### src/rtl/gcbh_pkg.sv
// shared types and constants for the grid cell box hit histogram
package gcbh_pkg;

   localparam int COORD_W     = 13;  // pixel coordinates and sizes
   localparam int GRID_W      = 3;   // grid row and column registers
   localparam int COUNT_W     = 16;  // saturating cell counts
   localparam int HITS_W      = 16;  // hit mask, bit row*max_cols+col
   localparam int POS_W       = 2;   // reported row and column
   localparam int CSR_INDEX_W = 2;

   localparam logic [CSR_INDEX_W-1:0] CSR_IMAGE_WIDTH  = 2'd0;
   localparam logic [CSR_INDEX_W-1:0] CSR_IMAGE_HEIGHT = 2'd1;
   localparam logic [CSR_INDEX_W-1:0] CSR_GRID_ROWS    = 2'd2;
   localparam logic [CSR_INDEX_W-1:0] CSR_GRID_COLS    = 2'd3;

   localparam logic [COORD_W-1:0] IMAGE_WIDTH_RESET  = 13'd640;
   localparam logic [COORD_W-1:0] IMAGE_HEIGHT_RESET = 13'd480;
   localparam logic [GRID_W-1:0]  GRID_ROWS_RESET    = 3'd4;
   localparam logic [GRID_W-1:0]  GRID_COLS_RESET    = 3'd4;

   typedef struct packed {
      logic               clear_counts;
      logic [COORD_W-1:0] box_x;
      logic [COORD_W-1:0] box_y;
      logic [COORD_W-1:0] box_width;
      logic [COORD_W-1:0] box_height;
   } req_payload_type;

   typedef struct packed {
      logic [HITS_W-1:0]  cell_hits;
      logic               best_valid;
      logic [POS_W-1:0]   best_row;
      logic [POS_W-1:0]   best_col;
      logic [COUNT_W-1:0] best_count;
   } rsp_payload_type;

endpackage

### src/rtl/grid_cell_box_hit_histogram.sv
// top level: box corner hits per grid cell, saturating counts and running argmax
// Each accepted box beat sweeps the cell count memory once, one entry a cycle in
// row-major order: read, add one where a box corner falls in the cell, write back,
// and fold the new count into the argmax. A box holds the input stalled from
// acceptance through the sweep, drain and done states until the next box can be
// taken, as the count memory has a single read and write port. The result beat
// sits in an output register, so the sweep of the next box never waits on a
// stalled result until that box is finished. Cell width and height come from a
// bit-serial divider that runs after reset and after every configuration write;
// req_stall stays high while it runs. Configuration writes are always taken
// (csr_ready is tied high) and should only be made while no box is in flight.
// Counts start at zero after reset through per-entry valid flags, so there is
// no clearing pass.
module grid_cell_box_hit_histogram #(
   parameter int MAX_ROWS = 4,
   parameter int MAX_COLS = 4
) (
   input  logic                                 clock,
   input  logic                                 reset,
   input  logic                                 req_valid,
   output logic                                 req_stall,
   input  gcbh_pkg::req_payload_type            req_data,
   output logic                                 rsp_valid,
   input  logic                                 rsp_stall,
   output gcbh_pkg::rsp_payload_type            rsp_data,
   input  logic                                 csr_valid,
   output logic                                 csr_ready,
   input  logic [gcbh_pkg::CSR_INDEX_W-1:0]     csr_index,
   input  logic [gcbh_pkg::COORD_W-1:0]         csr_wdata
);
   import gcbh_pkg::*;

   // cells beyond the width of the hit mask are never addressed
   localparam int CELLS   = MAX_ROWS * MAX_COLS;
   localparam int SLOTS   = (CELLS < HITS_W) ? CELLS : HITS_W;
   localparam int ADDR_W  = (SLOTS > 1) ? $clog2(SLOTS) : 1;
   localparam int ROW_W   = (MAX_ROWS > 1) ? $clog2(MAX_ROWS) : 1;
   localparam int COL_W   = (MAX_COLS > 1) ? $clog2(MAX_COLS) : 1;
   localparam int DIM_MAX = (MAX_ROWS > MAX_COLS) ? MAX_ROWS : MAX_COLS;
   localparam int GSZ_W   = ($clog2(DIM_MAX + 1) > GRID_W) ? $clog2(DIM_MAX + 1) : GRID_W;
   localparam int PT_W    = COORD_W + 1;   // corner coordinates, x + w
   localparam int EXT_W   = COORD_W + 2;   // cell limits, x0 + cw

   localparam logic [1:0] ST_IDLE  = 2'd0;
   localparam logic [1:0] ST_SWEEP = 2'd1;
   localparam logic [1:0] ST_DRAIN = 2'd2;
   localparam logic [1:0] ST_DONE  = 2'd3;

   // point p lies in [lo, lim - 1), written without going negative
   function automatic logic span_hit(input logic [PT_W-1:0] p, input logic [PT_W-1:0] lo,
                                     input logic [EXT_W-1:0] lim);
      return (p >= lo) && ((EXT_W'(p) + EXT_W'(1)) < lim);
   endfunction

   // configuration registers
   logic [COORD_W-1:0] cfg_width_ff, cfg_height_ff;
   logic [GRID_W-1:0]  cfg_rows_ff, cfg_cols_ff;
   logic               div_start_ff;
   logic               div_busy_w, div_busy_h;
   logic               cfg_busy;
   logic [COORD_W-1:0] cw_q, ch_q;
   logic [GSZ_W-1:0]   rows_use, cols_use;

   // sweep control
   logic [1:0]         state_ff, state_in;
   logic [ADDR_W-1:0]  addr_ff, addr_in;
   logic [ROW_W-1:0]   row_ff, row_in;
   logic [COL_W-1:0]   col_ff, col_in;
   logic [PT_W-1:0]    x0_ff, x0_in, y0_ff, y0_in;
   logic               req_accept;
   logic               rsp_load;

   // latched box
   logic               clear_ff;
   logic [PT_W-1:0]    bx_ff, bxw_ff, by_ff, byh_ff;

   // read stage of the sweep
   logic               in_use, cell_hit;
   logic [EXT_W-1:0]   x_lim, y_lim;
   logic               s1_valid_ff, s1_valid_in;

   // modify and write stage
   logic [ADDR_W-1:0]  s1_addr_ff;
   logic               s1_hit_ff, s1_use_ff, s1_mem_valid_ff;
   logic [ROW_W-1:0]   s1_row_ff;
   logic [COL_W-1:0]   s1_col_ff;
   logic [COUNT_W-1:0] rd_data_ff;
   logic [COUNT_W-1:0] base_cnt, new_cnt;

   // count memory with per-entry valid flags
   logic [COUNT_W-1:0] count_mem [SLOTS];
   logic [SLOTS-1:0]   ent_valid_ff;

   // running results
   logic [SLOTS-1:0]   hits_ff;
   logic [COUNT_W-1:0] best_cnt_ff;
   logic               best_valid_ff;
   logic [POS_W-1:0]   best_row_ff, best_col_ff;
   logic               rsp_valid_ff;
   rsp_payload_type    rsp_data_ff;

   // ---------------------------------------------------------------- configuration
   assign csr_ready = 1'b1;

   always_ff @(posedge clock) begin
      if (reset) begin
         cfg_width_ff  <= IMAGE_WIDTH_RESET;
         cfg_height_ff <= IMAGE_HEIGHT_RESET;
         cfg_rows_ff   <= GRID_ROWS_RESET;
         cfg_cols_ff   <= GRID_COLS_RESET;
         div_start_ff  <= 1'b1;
      end else begin
         div_start_ff <= csr_valid && csr_ready;
         if (csr_valid && csr_ready) begin
            unique case (csr_index)
               CSR_IMAGE_WIDTH:  cfg_width_ff  <= csr_wdata;
               CSR_IMAGE_HEIGHT: cfg_height_ff <= csr_wdata;
               CSR_GRID_ROWS:    cfg_rows_ff   <= csr_wdata[GRID_W-1:0];
               CSR_GRID_COLS:    cfg_cols_ff   <= csr_wdata[GRID_W-1:0];
               default: ;
            endcase
         end
      end
   end

   // zero grid size counts as one, anything above the maximum as the maximum
   always_comb begin
      if (cfg_rows_ff == '0) begin
         rows_use = GSZ_W'(1);
      end else if (GSZ_W'(cfg_rows_ff) > GSZ_W'(MAX_ROWS)) begin
         rows_use = GSZ_W'(MAX_ROWS);
      end else begin
         rows_use = GSZ_W'(cfg_rows_ff);
      end
      if (cfg_cols_ff == '0) begin
         cols_use = GSZ_W'(1);
      end else if (GSZ_W'(cfg_cols_ff) > GSZ_W'(MAX_COLS)) begin
         cols_use = GSZ_W'(MAX_COLS);
      end else begin
         cols_use = GSZ_W'(cfg_cols_ff);
      end
   end

   // cell sizes; the clamped sizes never exceed the grid register range
   gcbh_div u_div_width (
      .clock    (clock),
      .reset    (reset),
      .start    (div_start_ff),
      .dividend (cfg_width_ff),
      .divisor  (GRID_W'(cols_use)),
      .busy     (div_busy_w),
      .quotient (cw_q)
   );

   gcbh_div u_div_height (
      .clock    (clock),
      .reset    (reset),
      .start    (div_start_ff),
      .dividend (cfg_height_ff),
      .divisor  (GRID_W'(rows_use)),
      .busy     (div_busy_h),
      .quotient (ch_q)
   );

   assign cfg_busy = div_start_ff || div_busy_w || div_busy_h;

   // ---------------------------------------------------------------- sweep control
   assign req_stall  = (state_ff != ST_IDLE) || cfg_busy;
   assign req_accept = req_valid && !req_stall;

   always_comb begin
      state_in    = state_ff;
      addr_in     = addr_ff;
      row_in      = row_ff;
      col_in      = col_ff;
      x0_in       = x0_ff;
      y0_in       = y0_ff;
      s1_valid_in = 1'b0;
      rsp_load    = 1'b0;
      unique case (state_ff)
         ST_IDLE: begin
            if (req_accept) begin
               state_in = ST_SWEEP;
               addr_in  = '0;
               row_in   = '0;
               col_in   = '0;
               x0_in    = '0;
               y0_in    = '0;
            end
         end
         ST_SWEEP: begin
            s1_valid_in = 1'b1;
            if (addr_ff == ADDR_W'(SLOTS - 1)) begin
               state_in = ST_DRAIN;
            end else begin
               addr_in = addr_ff + ADDR_W'(1);
               if (col_ff == COL_W'(MAX_COLS - 1)) begin
                  // next row of cells
                  col_in = '0;
                  row_in = row_ff + ROW_W'(1);
                  x0_in  = '0;
                  y0_in  = y0_ff + PT_W'(ch_q);
               end else begin
                  col_in = col_ff + COL_W'(1);
                  x0_in  = x0_ff + PT_W'(cw_q);
               end
            end
         end
         ST_DRAIN: begin
            // last entry is being written back
            state_in = ST_DONE;
         end
         ST_DONE: begin
            if (!rsp_valid_ff || !rsp_stall) begin
               rsp_load = 1'b1;
               state_in = ST_IDLE;
            end
         end
         default: state_in = ST_IDLE;
      endcase
   end

   always_ff @(posedge clock) begin
      if (reset) begin
         state_ff    <= ST_IDLE;
         s1_valid_ff <= 1'b0;
      end else begin
         state_ff    <= state_in;
         s1_valid_ff <= s1_valid_in;
      end
      addr_ff <= addr_in;
      row_ff  <= row_in;
      col_ff  <= col_in;
      x0_ff   <= x0_in;
      y0_ff   <= y0_in;
   end

   // box corners, x + w and y + h kept one bit wider
   always_ff @(posedge clock) begin
      if (req_accept) begin
         clear_ff <= req_data.clear_counts;
         bx_ff    <= PT_W'(req_data.box_x);
         by_ff    <= PT_W'(req_data.box_y);
         bxw_ff   <= PT_W'(req_data.box_x) + PT_W'(req_data.box_width);
         byh_ff   <= PT_W'(req_data.box_y) + PT_W'(req_data.box_height);
      end
   end

   // ---------------------------------------------------------------- read stage
   // the four corners are every pairing of the two x and two y values
   always_comb begin
      in_use   = (GSZ_W'(row_ff) < rows_use) && (GSZ_W'(col_ff) < cols_use);
      x_lim    = EXT_W'(x0_ff) + EXT_W'(cw_q);
      y_lim    = EXT_W'(y0_ff) + EXT_W'(ch_q);
      cell_hit = in_use
               && (span_hit(bx_ff, x0_ff, x_lim) || span_hit(bxw_ff, x0_ff, x_lim))
               && (span_hit(by_ff, y0_ff, y_lim) || span_hit(byh_ff, y0_ff, y_lim));
   end

   always_ff @(posedge clock) begin
      rd_data_ff      <= count_mem[addr_ff];
      s1_mem_valid_ff <= ent_valid_ff[addr_ff];
      s1_addr_ff      <= addr_ff;
      s1_hit_ff       <= cell_hit;
      s1_use_ff       <= in_use;
      s1_row_ff       <= row_ff;
      s1_col_ff       <= col_ff;
   end

   // ---------------------------------------------------------------- modify and write
   always_comb begin
      base_cnt = (clear_ff || !s1_mem_valid_ff) ? '0 : rd_data_ff;
      new_cnt  = (s1_hit_ff && (base_cnt != '1)) ? base_cnt + COUNT_W'(1) : base_cnt;
   end

   always_ff @(posedge clock) begin
      if (s1_valid_ff) begin
         count_mem[s1_addr_ff] <= new_cnt;
      end
   end

   always_ff @(posedge clock) begin
      if (reset) begin
         ent_valid_ff <= '0;
      end else if (s1_valid_ff) begin
         ent_valid_ff[s1_addr_ff] <= 1'b1;
      end
   end

   // argmax in row-major order, strict compare keeps the first of equal counts
   always_ff @(posedge clock) begin
      if (req_accept) begin
         hits_ff       <= '0;
         best_cnt_ff   <= '0;
         best_valid_ff <= 1'b0;
         best_row_ff   <= '0;
         best_col_ff   <= '0;
      end else if (s1_valid_ff) begin
         if (s1_hit_ff) begin
            hits_ff[s1_addr_ff] <= 1'b1;
         end
         if (s1_use_ff && (new_cnt > best_cnt_ff)) begin
            best_cnt_ff   <= new_cnt;
            best_valid_ff <= 1'b1;
            best_row_ff   <= POS_W'(s1_row_ff);
            best_col_ff   <= POS_W'(s1_col_ff);
         end
      end
   end

   // ---------------------------------------------------------------- result register
   always_ff @(posedge clock) begin
      if (reset) begin
         rsp_valid_ff <= 1'b0;
      end else if (rsp_load) begin
         rsp_valid_ff <= 1'b1;
      end else if (!rsp_stall) begin
         rsp_valid_ff <= 1'b0;
      end
      if (rsp_load) begin
         rsp_data_ff.cell_hits  <= HITS_W'(hits_ff);
         rsp_data_ff.best_valid <= best_valid_ff;
         rsp_data_ff.best_row   <= best_row_ff;
         rsp_data_ff.best_col   <= best_col_ff;
         rsp_data_ff.best_count <= best_cnt_ff;
      end
   end

   assign rsp_valid = rsp_valid_ff;
   assign rsp_data  = rsp_data_ff;

endmodule

### src/rtl/gcbh_div.sv
// restoring divider of an image dimension by a small grid size, one bit a cycle
module gcbh_div (
   input  logic                           clock,
   input  logic                           reset,
   input  logic                           start,
   input  logic [gcbh_pkg::COORD_W-1:0]   dividend,
   input  logic [gcbh_pkg::GRID_W-1:0]    divisor,
   output logic                           busy,
   output logic [gcbh_pkg::COORD_W-1:0]   quotient
);
   import gcbh_pkg::*;

   localparam int STEP_W = $clog2(COORD_W + 1);

   logic [STEP_W-1:0]  step_ff, step_in;
   logic [GRID_W-1:0]  rem_ff, rem_in;
   logic [COORD_W-1:0] quot_ff, quot_in;
   logic [GRID_W:0]    trial;

   always_comb begin
      trial   = {rem_ff, quot_ff[COORD_W-1]};
      step_in = step_ff;
      rem_in  = rem_ff;
      quot_in = quot_ff;
      if (start) begin
         step_in = STEP_W'(COORD_W);
         rem_in  = '0;
         quot_in = dividend;
      end else if (step_ff != '0) begin
         step_in = step_ff - STEP_W'(1);
         if (trial >= {1'b0, divisor}) begin
            rem_in  = GRID_W'(trial - {1'b0, divisor});
            quot_in = {quot_ff[COORD_W-2:0], 1'b1};
         end else begin
            rem_in  = trial[GRID_W-1:0];
            quot_in = {quot_ff[COORD_W-2:0], 1'b0};
         end
      end
   end

   always_ff @(posedge clock) begin
      if (reset) begin
         step_ff <= '0;
      end else begin
         step_ff <= step_in;
      end
      rem_ff  <= rem_in;
      quot_ff <= quot_in;
   end

   assign busy     = (step_ff != '0);
   assign quotient = quot_ff;

endmodule

### config.mk
export PLATFORM = sky130hd
export DESIGN_NAME = grid_cell_box_hit_histogram
export DESIGN_NICKNAME = d
export VERILOG_FILES = /design/src/rtl/gcbh_pkg.sv /design/src/rtl/grid_cell_box_hit_histogram.sv /design/src/rtl/gcbh_div.sv
export SDC_FILE = /design/constraint.sdc
export NUM_CORES = 1
export LEC_CHECK = 0
export BUFFER_PORTS_ARGS = -buffer_cell sky130_fd_sc_hd__buf_4
export CAP_MARGIN = 10
export CORE_ASPECT_RATIO = 0.7
export CORE_MARGIN = 4
export CORE_UTILIZATION = 25
export CTS_BUF_LIST = sky130_fd_sc_hd__clkbuf_2 sky130_fd_sc_hd__clkbuf_4 sky130_fd_sc_hd__clkbuf_8
export DETAILED_ROUTE_END_ITERATION = 6
export GPL_ROUTABILITY_DRIVEN = 1
export PLACE_DENSITY_LB_ADDON = 0.3
export SKIP_LAST_GASP = 1
export SLEW_MARGIN = 20
export SYNTH_ARGS = -nofsm -noshare
export SYNTH_HDL_FRONTEND = slang
export SYNTH_HIERARCHICAL = 1
export SYNTH_SLANG_ARGS = --single-unit
### constraint.sdc
create_clock -name clock -period 5.1 [get_ports clock]
set_input_delay 1.02 -clock clock [delete_from_list [all_inputs] [get_ports clock]]
set_output_delay 1.02 -clock clock [all_outputs]
set_load 0.01 [all_outputs]
==> impl_metrics.xml <==
<?xml version="1.0" encoding="UTF-8"?>
<metrics>
  <group name="status">
    <metric name="status" unit="">completed</metric>
  </group>
  <group name="yosys">
    <metric name="edff_count_synth" unit="">410</metric>
    <metric name="synthDominantAreaCellType" unit="">sky130_fd_sc_hd__edfxtp_1</metric>
    <metric name="yosys-top-cells-area" unit="">sky130_fd_sc_hd__edfxtp_1, sky130_fd_sc_hd__dfxtp_1, sky130_fd_sc_hd__ha_1</metric>
    <metric name="synth_nets" unit="">2238</metric>
    <metric name="synthesis.area_per_instance" unit="um^2">13.2</metric>
    <metric name="yosys.cell_types.count" unit="">90</metric>
    <metric name="ys_ff_latch" unit="">541</metric>
    <metric name="synthesis.instances" unit="">1972</metric>
    <metric name="async_s_r_ff_share_synth" unit="">0</metric>
    <metric name="synth_common_cells" unit="">sky130_fd_sc_hd__edfxtp_1, sky130_fd_sc_hd__ha_1, sky130_fd_sc_hd__nand2_1</metric>
    <metric name="syn_area" unit="um^2">25900</metric>
    <metric name="yosys_most_used_dff" unit="">sky130_fd_sc_hd__edfxtp_1</metric>
    <metric name="ys_seq_area_frac" unit="">0.576</metric>
    <metric name="yosysMostFrequentCell" unit="">sky130_fd_sc_hd__edfxtp_1</metric>
    <metric name="post-synth-top-area-fraction" unit="">0.475</metric>
    <metric name="synth_warnings" unit="">6</metric>
  </group>
  <group name="placed_design">
    <metric name="gp_routability_congestion" unit="">0.837</metric>
    <metric name="place.port_buffers" unit="">111</metric>
    <metric name="dpl.hpwl" unit="um">46200</metric>
  </group>
  <group name="route">
    <metric name="dr.pass1.iters" unit="">5</metric>
    <metric name="drc" unit="">0</metric>
    <metric name="dr.first_iter.drc_count" unit="">1201</metric>
    <metric name="detail_route.wl_per_cell" unit="um">18.6</metric>
    <metric name="drt_wl_total" unit="um">66800</metric>
    <metric name="detailroute.via_count" unit="">16100</metric>
    <metric name="viasPerCell" unit="">4.50</metric>
    <metric name="antenna_left" unit="">0</metric>
  </group>
  <group name="worst_setup_path">
    <metric name="critical_path.reg2reg.endpoint" unit="">best_col_ff[1]</metric>
    <metric name="critical_path_class" unit="">register to register</metric>
    <metric name="setup.reg_to_reg.worst_slack" unit="ns">0.39</metric>
    <metric name="cp_data_required_time" unit="ns">5.72</metric>
    <metric name="arrival" unit="ns">5.33</metric>
    <metric name="timing.critical_path.slowest_stage_cell" unit="">sky130_fd_sc_hd__nor2_2</metric>
    <metric name="worst_path_largest_cell_delay" unit="ns">0.55</metric>
    <metric name="worst_r2r_startpoint" unit="">clear_ff</metric>
    <metric name="crit_path_end_kind" unit="">register</metric>
    <metric name="cp-start-kind" unit="">register</metric>
    <metric name="timing.reg2reg.worst_path_depth" unit="">21</metric>
    <metric name="timing.critical_path.cells" unit="">nor2b_1, nand2_1, inv_1, ha_1, and2_0, a31oi_4, and2_1, nand3_1, xor2_1, nor2_2, ha_1, a21o_1, a21o_1, a21o_1, a21oi_1, nor2b_1, o31a_1, o21ai_1, a21oi_4, buf_12, mux2i_1</metric>
    <metric name="worst-path-max-fanout" unit="">18</metric>
    <metric name="path_common_cell" unit="">sky130_fd_sc_hd__a21o_1</metric>
  </group>
  <group name="clock_tree">
    <metric name="cts.hold.buffers_added" unit="">0</metric>
    <metric name="postCtsSetupBuffers" unit="">0</metric>
    <metric name="cts_buffers" unit="">85</metric>
    <metric name="postCtsResizedCells" unit="">0</metric>
    <metric name="tritoncts_num_sinks" unit="">541</metric>
    <metric name="cts_tree" unit="">yes</metric>
    <metric name="clk_pin_slew_worst_paths" unit="ns">0.06</metric>
    <metric name="clock_path_buffers" unit="">3</metric>
    <metric name="cts_root_buf" unit="">sky130_fd_sc_hd__clkbuf_8</metric>
    <metric name="htree_levels" unit="">3</metric>
    <metric name="worst_skew_pair.late_latency" unit="ns">0.71</metric>
  </group>
  <group name="grt">
    <metric name="grt_pass1_vias" unit="">16500</metric>
    <metric name="antenna_found_initial" unit="">4</metric>
    <metric name="grt_first_pass_wirelength" unit="um">102000</metric>
    <metric name="globalRoute.totalOverflow" unit="">0</metric>
    <metric name="grt_max_degree" unit="">73</metric>
    <metric name="global_route_usage_sum" unit="">0.122</metric>
  </group>
  <group name="hold_path">
    <metric name="holdCritStartpoint" unit="">hits_ff[15]</metric>
    <metric name="worstHoldEndpoint" unit="">rsp_data[36]</metric>
    <metric name="holdCritPathClass" unit="">register to register</metric>
    <metric name="min_path_cells" unit="">0</metric>
  </group>
  <group name="power_and_ir_drop">
    <metric name="leakage" unit="nW">11.5</metric>
    <metric name="worst_ir_drop_vdd" unit="mV">0.269</metric>
    <metric name="power_frac_comb" unit="">0.236</metric>
    <metric name="totalPowerFinal" unit="mW">12.2</metric>
    <metric name="power.clock.fraction" unit="">0.327</metric>
    <metric name="internal_power" unit="mW">8.57</metric>
    <metric name="cellPowerDensity" unit="nW/um^2">400</metric>
    <metric name="p_switching" unit="mW">3.67</metric>
    <metric name="power.share.switching" unit="">0.300</metric>
    <metric name="seq_power_share" unit="">0.437</metric>
  </group>
  <group name="sta">
    <metric name="slew_violations" unit="">0</metric>
    <metric name="final_min_period_over_clock_period" unit="">0.924</metric>
    <metric name="finalWorstPathRequiredPeriod" unit="ns">4.71</metric>
    <metric name="fmaxAchievable" unit="GHz">0.212</metric>
    <metric name="setup_viol" unit="">0</metric>
    <metric name="rsz0062_at_grt" unit="">false</metric>
    <metric name="timing.final.hold_violations" unit="">0</metric>
    <metric name="timing.clock.skew" unit="ns">0.0384</metric>
    <metric name="worst_pin_slew" unit="ns">1.13</metric>
    <metric name="finalSetupTns" unit="ns">0</metric>
    <metric name="slew_headroom" unit="">0.247</metric>
  </group>
  <group name="floorplanning">
    <metric name="initial_utilization" unit="">0.253</metric>
    <metric name="design.core.area" unit="um^2">103000</metric>
    <metric name="die-height" unit="um">278</metric>
    <metric name="boundaryPins" unit="">113</metric>
    <metric name="placementRows" unit="">98</metric>
    <metric name="die_w" unit="um">393</metric>
    <metric name="die_area" unit="um^2">109000</metric>
  </group>
  <group name="final_layout">
    <metric name="final_layout_size_suffix_gt1_frac" unit="">0.211</metric>
    <metric name="fillers" unit="">10400</metric>
    <metric name="final_net_count" unit="">2425</metric>
    <metric name="synthToLayoutAreaGrowth" unit="%">17.8</metric>
  </group>
  <group name="flow_run">
    <metric name="cap_viol_max_count" unit="">0</metric>
  </group>
</metrics>
-- through the flow --
stage	hold slack (ns)	instance area (um^2)	utilization	std cells	setup slack, ns
2_1_floorplan	0.346	25900	-	1972	0.857
3_3_place_gp	0.409	28700	0.280	3422	0.342
3_5_place_dp	0.417	28700	0.280	3422	0.169
4_1_cts	0.392	30500	0.298	3580	0.132
5_1_grt	0.429	30600	0.298	3582	0.0169
6_report	0.431	30600	0.298	3583	0.389
-- cells by family after synthesis --
kind of cell | count (synthesis) | synth area share
flip-flops | 541 | 0.576
AND/OR/NAND/NOR | 538 | 0.0993
AO/OA/AOI/OAI | 289 | 0.0726
adder cells (fa/ha/maj) | 197 | 0.0966
buffers and inverters | 164 | 0.0248
multiplexers | 138 | 0.0955
XOR/XNOR | 104 | 0.0354
other | 1 | 0.000145
-- power by group through the flow --
| stage | clock (mW) | sequential [mW] | combinational [mW] |
|---|---|---|---|
| floorplan | 0 | 5.32 | 2.11 |
| global placement | 0 | 5.43 | 2.86 |
| detailed placement | 0 | 5.44 | 2.90 |
| CTS | 4.14 | 5.35 | 2.93 |
| global route | 4.35 | 5.38 | 3.25 |
| finish | 4.00 | 5.34 | 2.89 |
-- flip-flops by register name, summed over array words and instances, names as in the netlist, 4 cells and up --
register,count
u_div_height/step_ff,4
cfg_height_ff,13
u_div_width/step_ff,4
bx_ff,13
hits_ff,16
byh_ff,14
x0_ff,14
best_cnt_ff,16
by_ff,13
u_div_height/quotient,13
count_mem,256
y0_ff,14
cfg_width_ff,13
u_div_width/quotient,13
addr_ff,4
rd_data_ff,16
ent_valid_ff,16
bxw_ff,14
rsp_data,37
s1_addr_ff,4
-- metal layers --
layer  wire [um]  share of wire  GRT usage  up-vias
met2       30700           0.46      0.192      299
met1       32400           0.49      0.172     8005
met5           0              0          0        -
li1            -              -          -     7765
met4        1030          0.015     0.0329        0
met3        2610          0.039     0.0221       72
-- layout make-up --
class	instances	area (um^2)	area share
repair buffers	153	1190	0.0388
diodes	3	7.51	0.000246
clock inverters	15	151	0.00495
inverters	111	423	0.0138
clock buffers	143	1710	0.0560
flip-flops and latches	541	14900	0.489
multi-input cells	1267	10500	0.342
well taps	1350	1690	0.0553
-- worst max-delay path by stage --
stage / startpoint / slack (ns) / end
5_1_grt: y0_ff[0] / 0.02 / s1_hit_ff
3_5_place_dp: clear_ff / 0.17 / best_col_ff[1]
4_1_cts: clear_ff / 0.13 / best_col_ff[1]
6_report: clear_ff / 0.39 / best_col_ff[1]
3_3_place_gp: clear_ff / 0.34 / best_row_ff[0]
2_1_floorplan: rsp_stall / 0.86 / rsp_data[0]
-- worst max-delay path, delay by kind of cell (launching register included) --
family | cells | cell delay, ns
buffers and inverters | 2 | 0.33
multiplexers | 1 | 0.20
adder cells (fa/ha/maj) | 2 | 0.45
flip-flops | 1 | 0.38
AO/OA/AOI/OAI | 8 | 1.24
AND/OR/NAND/NOR | 7 | 1.95
XOR/XNOR | 1 | 0.08
-- cells in the final DEF (no fill, tap or decap), types with 7 or more instances in the layout --
| master | count |
|---|---|
| sky130_fd_sc_hd__nor2b_1 | 11 |
| sky130_fd_sc_hd__and4_1 | 9 |
| sky130_fd_sc_hd__o211ai_1 | 9 |
| sky130_fd_sc_hd__mux2i_1 | 26 |
| sky130_fd_sc_hd__nand3b_1 | 15 |
| sky130_fd_sc_hd__inv_1 | 106 |
| sky130_fd_sc_hd__nor4_1 | 7 |
| sky130_fd_sc_hd__o21ai_1 | 15 |
| sky130_fd_sc_hd__or3_1 | 11 |
| sky130_fd_sc_hd__ha_1 | 187 |
| sky130_fd_sc_hd__a21o_1 | 32 |
| sky130_fd_sc_hd__clkbuf_8 | 102 |
| sky130_fd_sc_hd__dfxtp_1 | 131 |
| sky130_fd_sc_hd__and2_1 | 12 |
| sky130_fd_sc_hd__a21oi_1 | 103 |
| sky130_fd_sc_hd__nand2b_1 | 18 |
| sky130_fd_sc_hd__nor3_1 | 15 |
| sky130_fd_sc_hd__xnor2_1 | 64 |
| sky130_fd_sc_hd__clkbuf_4 | 41 |
| sky130_fd_sc_hd__o21a_1 | 14 |
| sky130_fd_sc_hd__o21ai_0 | 30 |
| sky130_fd_sc_hd__xor2_1 | 39 |
| sky130_fd_sc_hd__mux4_2 | 85 |
| sky130_fd_sc_hd__nor2_1 | 152 |
| sky130_fd_sc_hd__nand4_1 | 21 |
| sky130_fd_sc_hd__nand2_1 | 166 |
| sky130_fd_sc_hd__nand3_1 | 53 |
| sky130_fd_sc_hd__a31oi_1 | 11 |
| sky130_fd_sc_hd__and3_1 | 13 |
| sky130_fd_sc_hd__buf_4 | 150 |
| sky130_fd_sc_hd__mux2_2 | 27 |
| sky130_fd_sc_hd__a211oi_1 | 14 |
| sky130_fd_sc_hd__edfxtp_1 | 410 |
No activity file was read; power rests on OpenSTA's default activity.
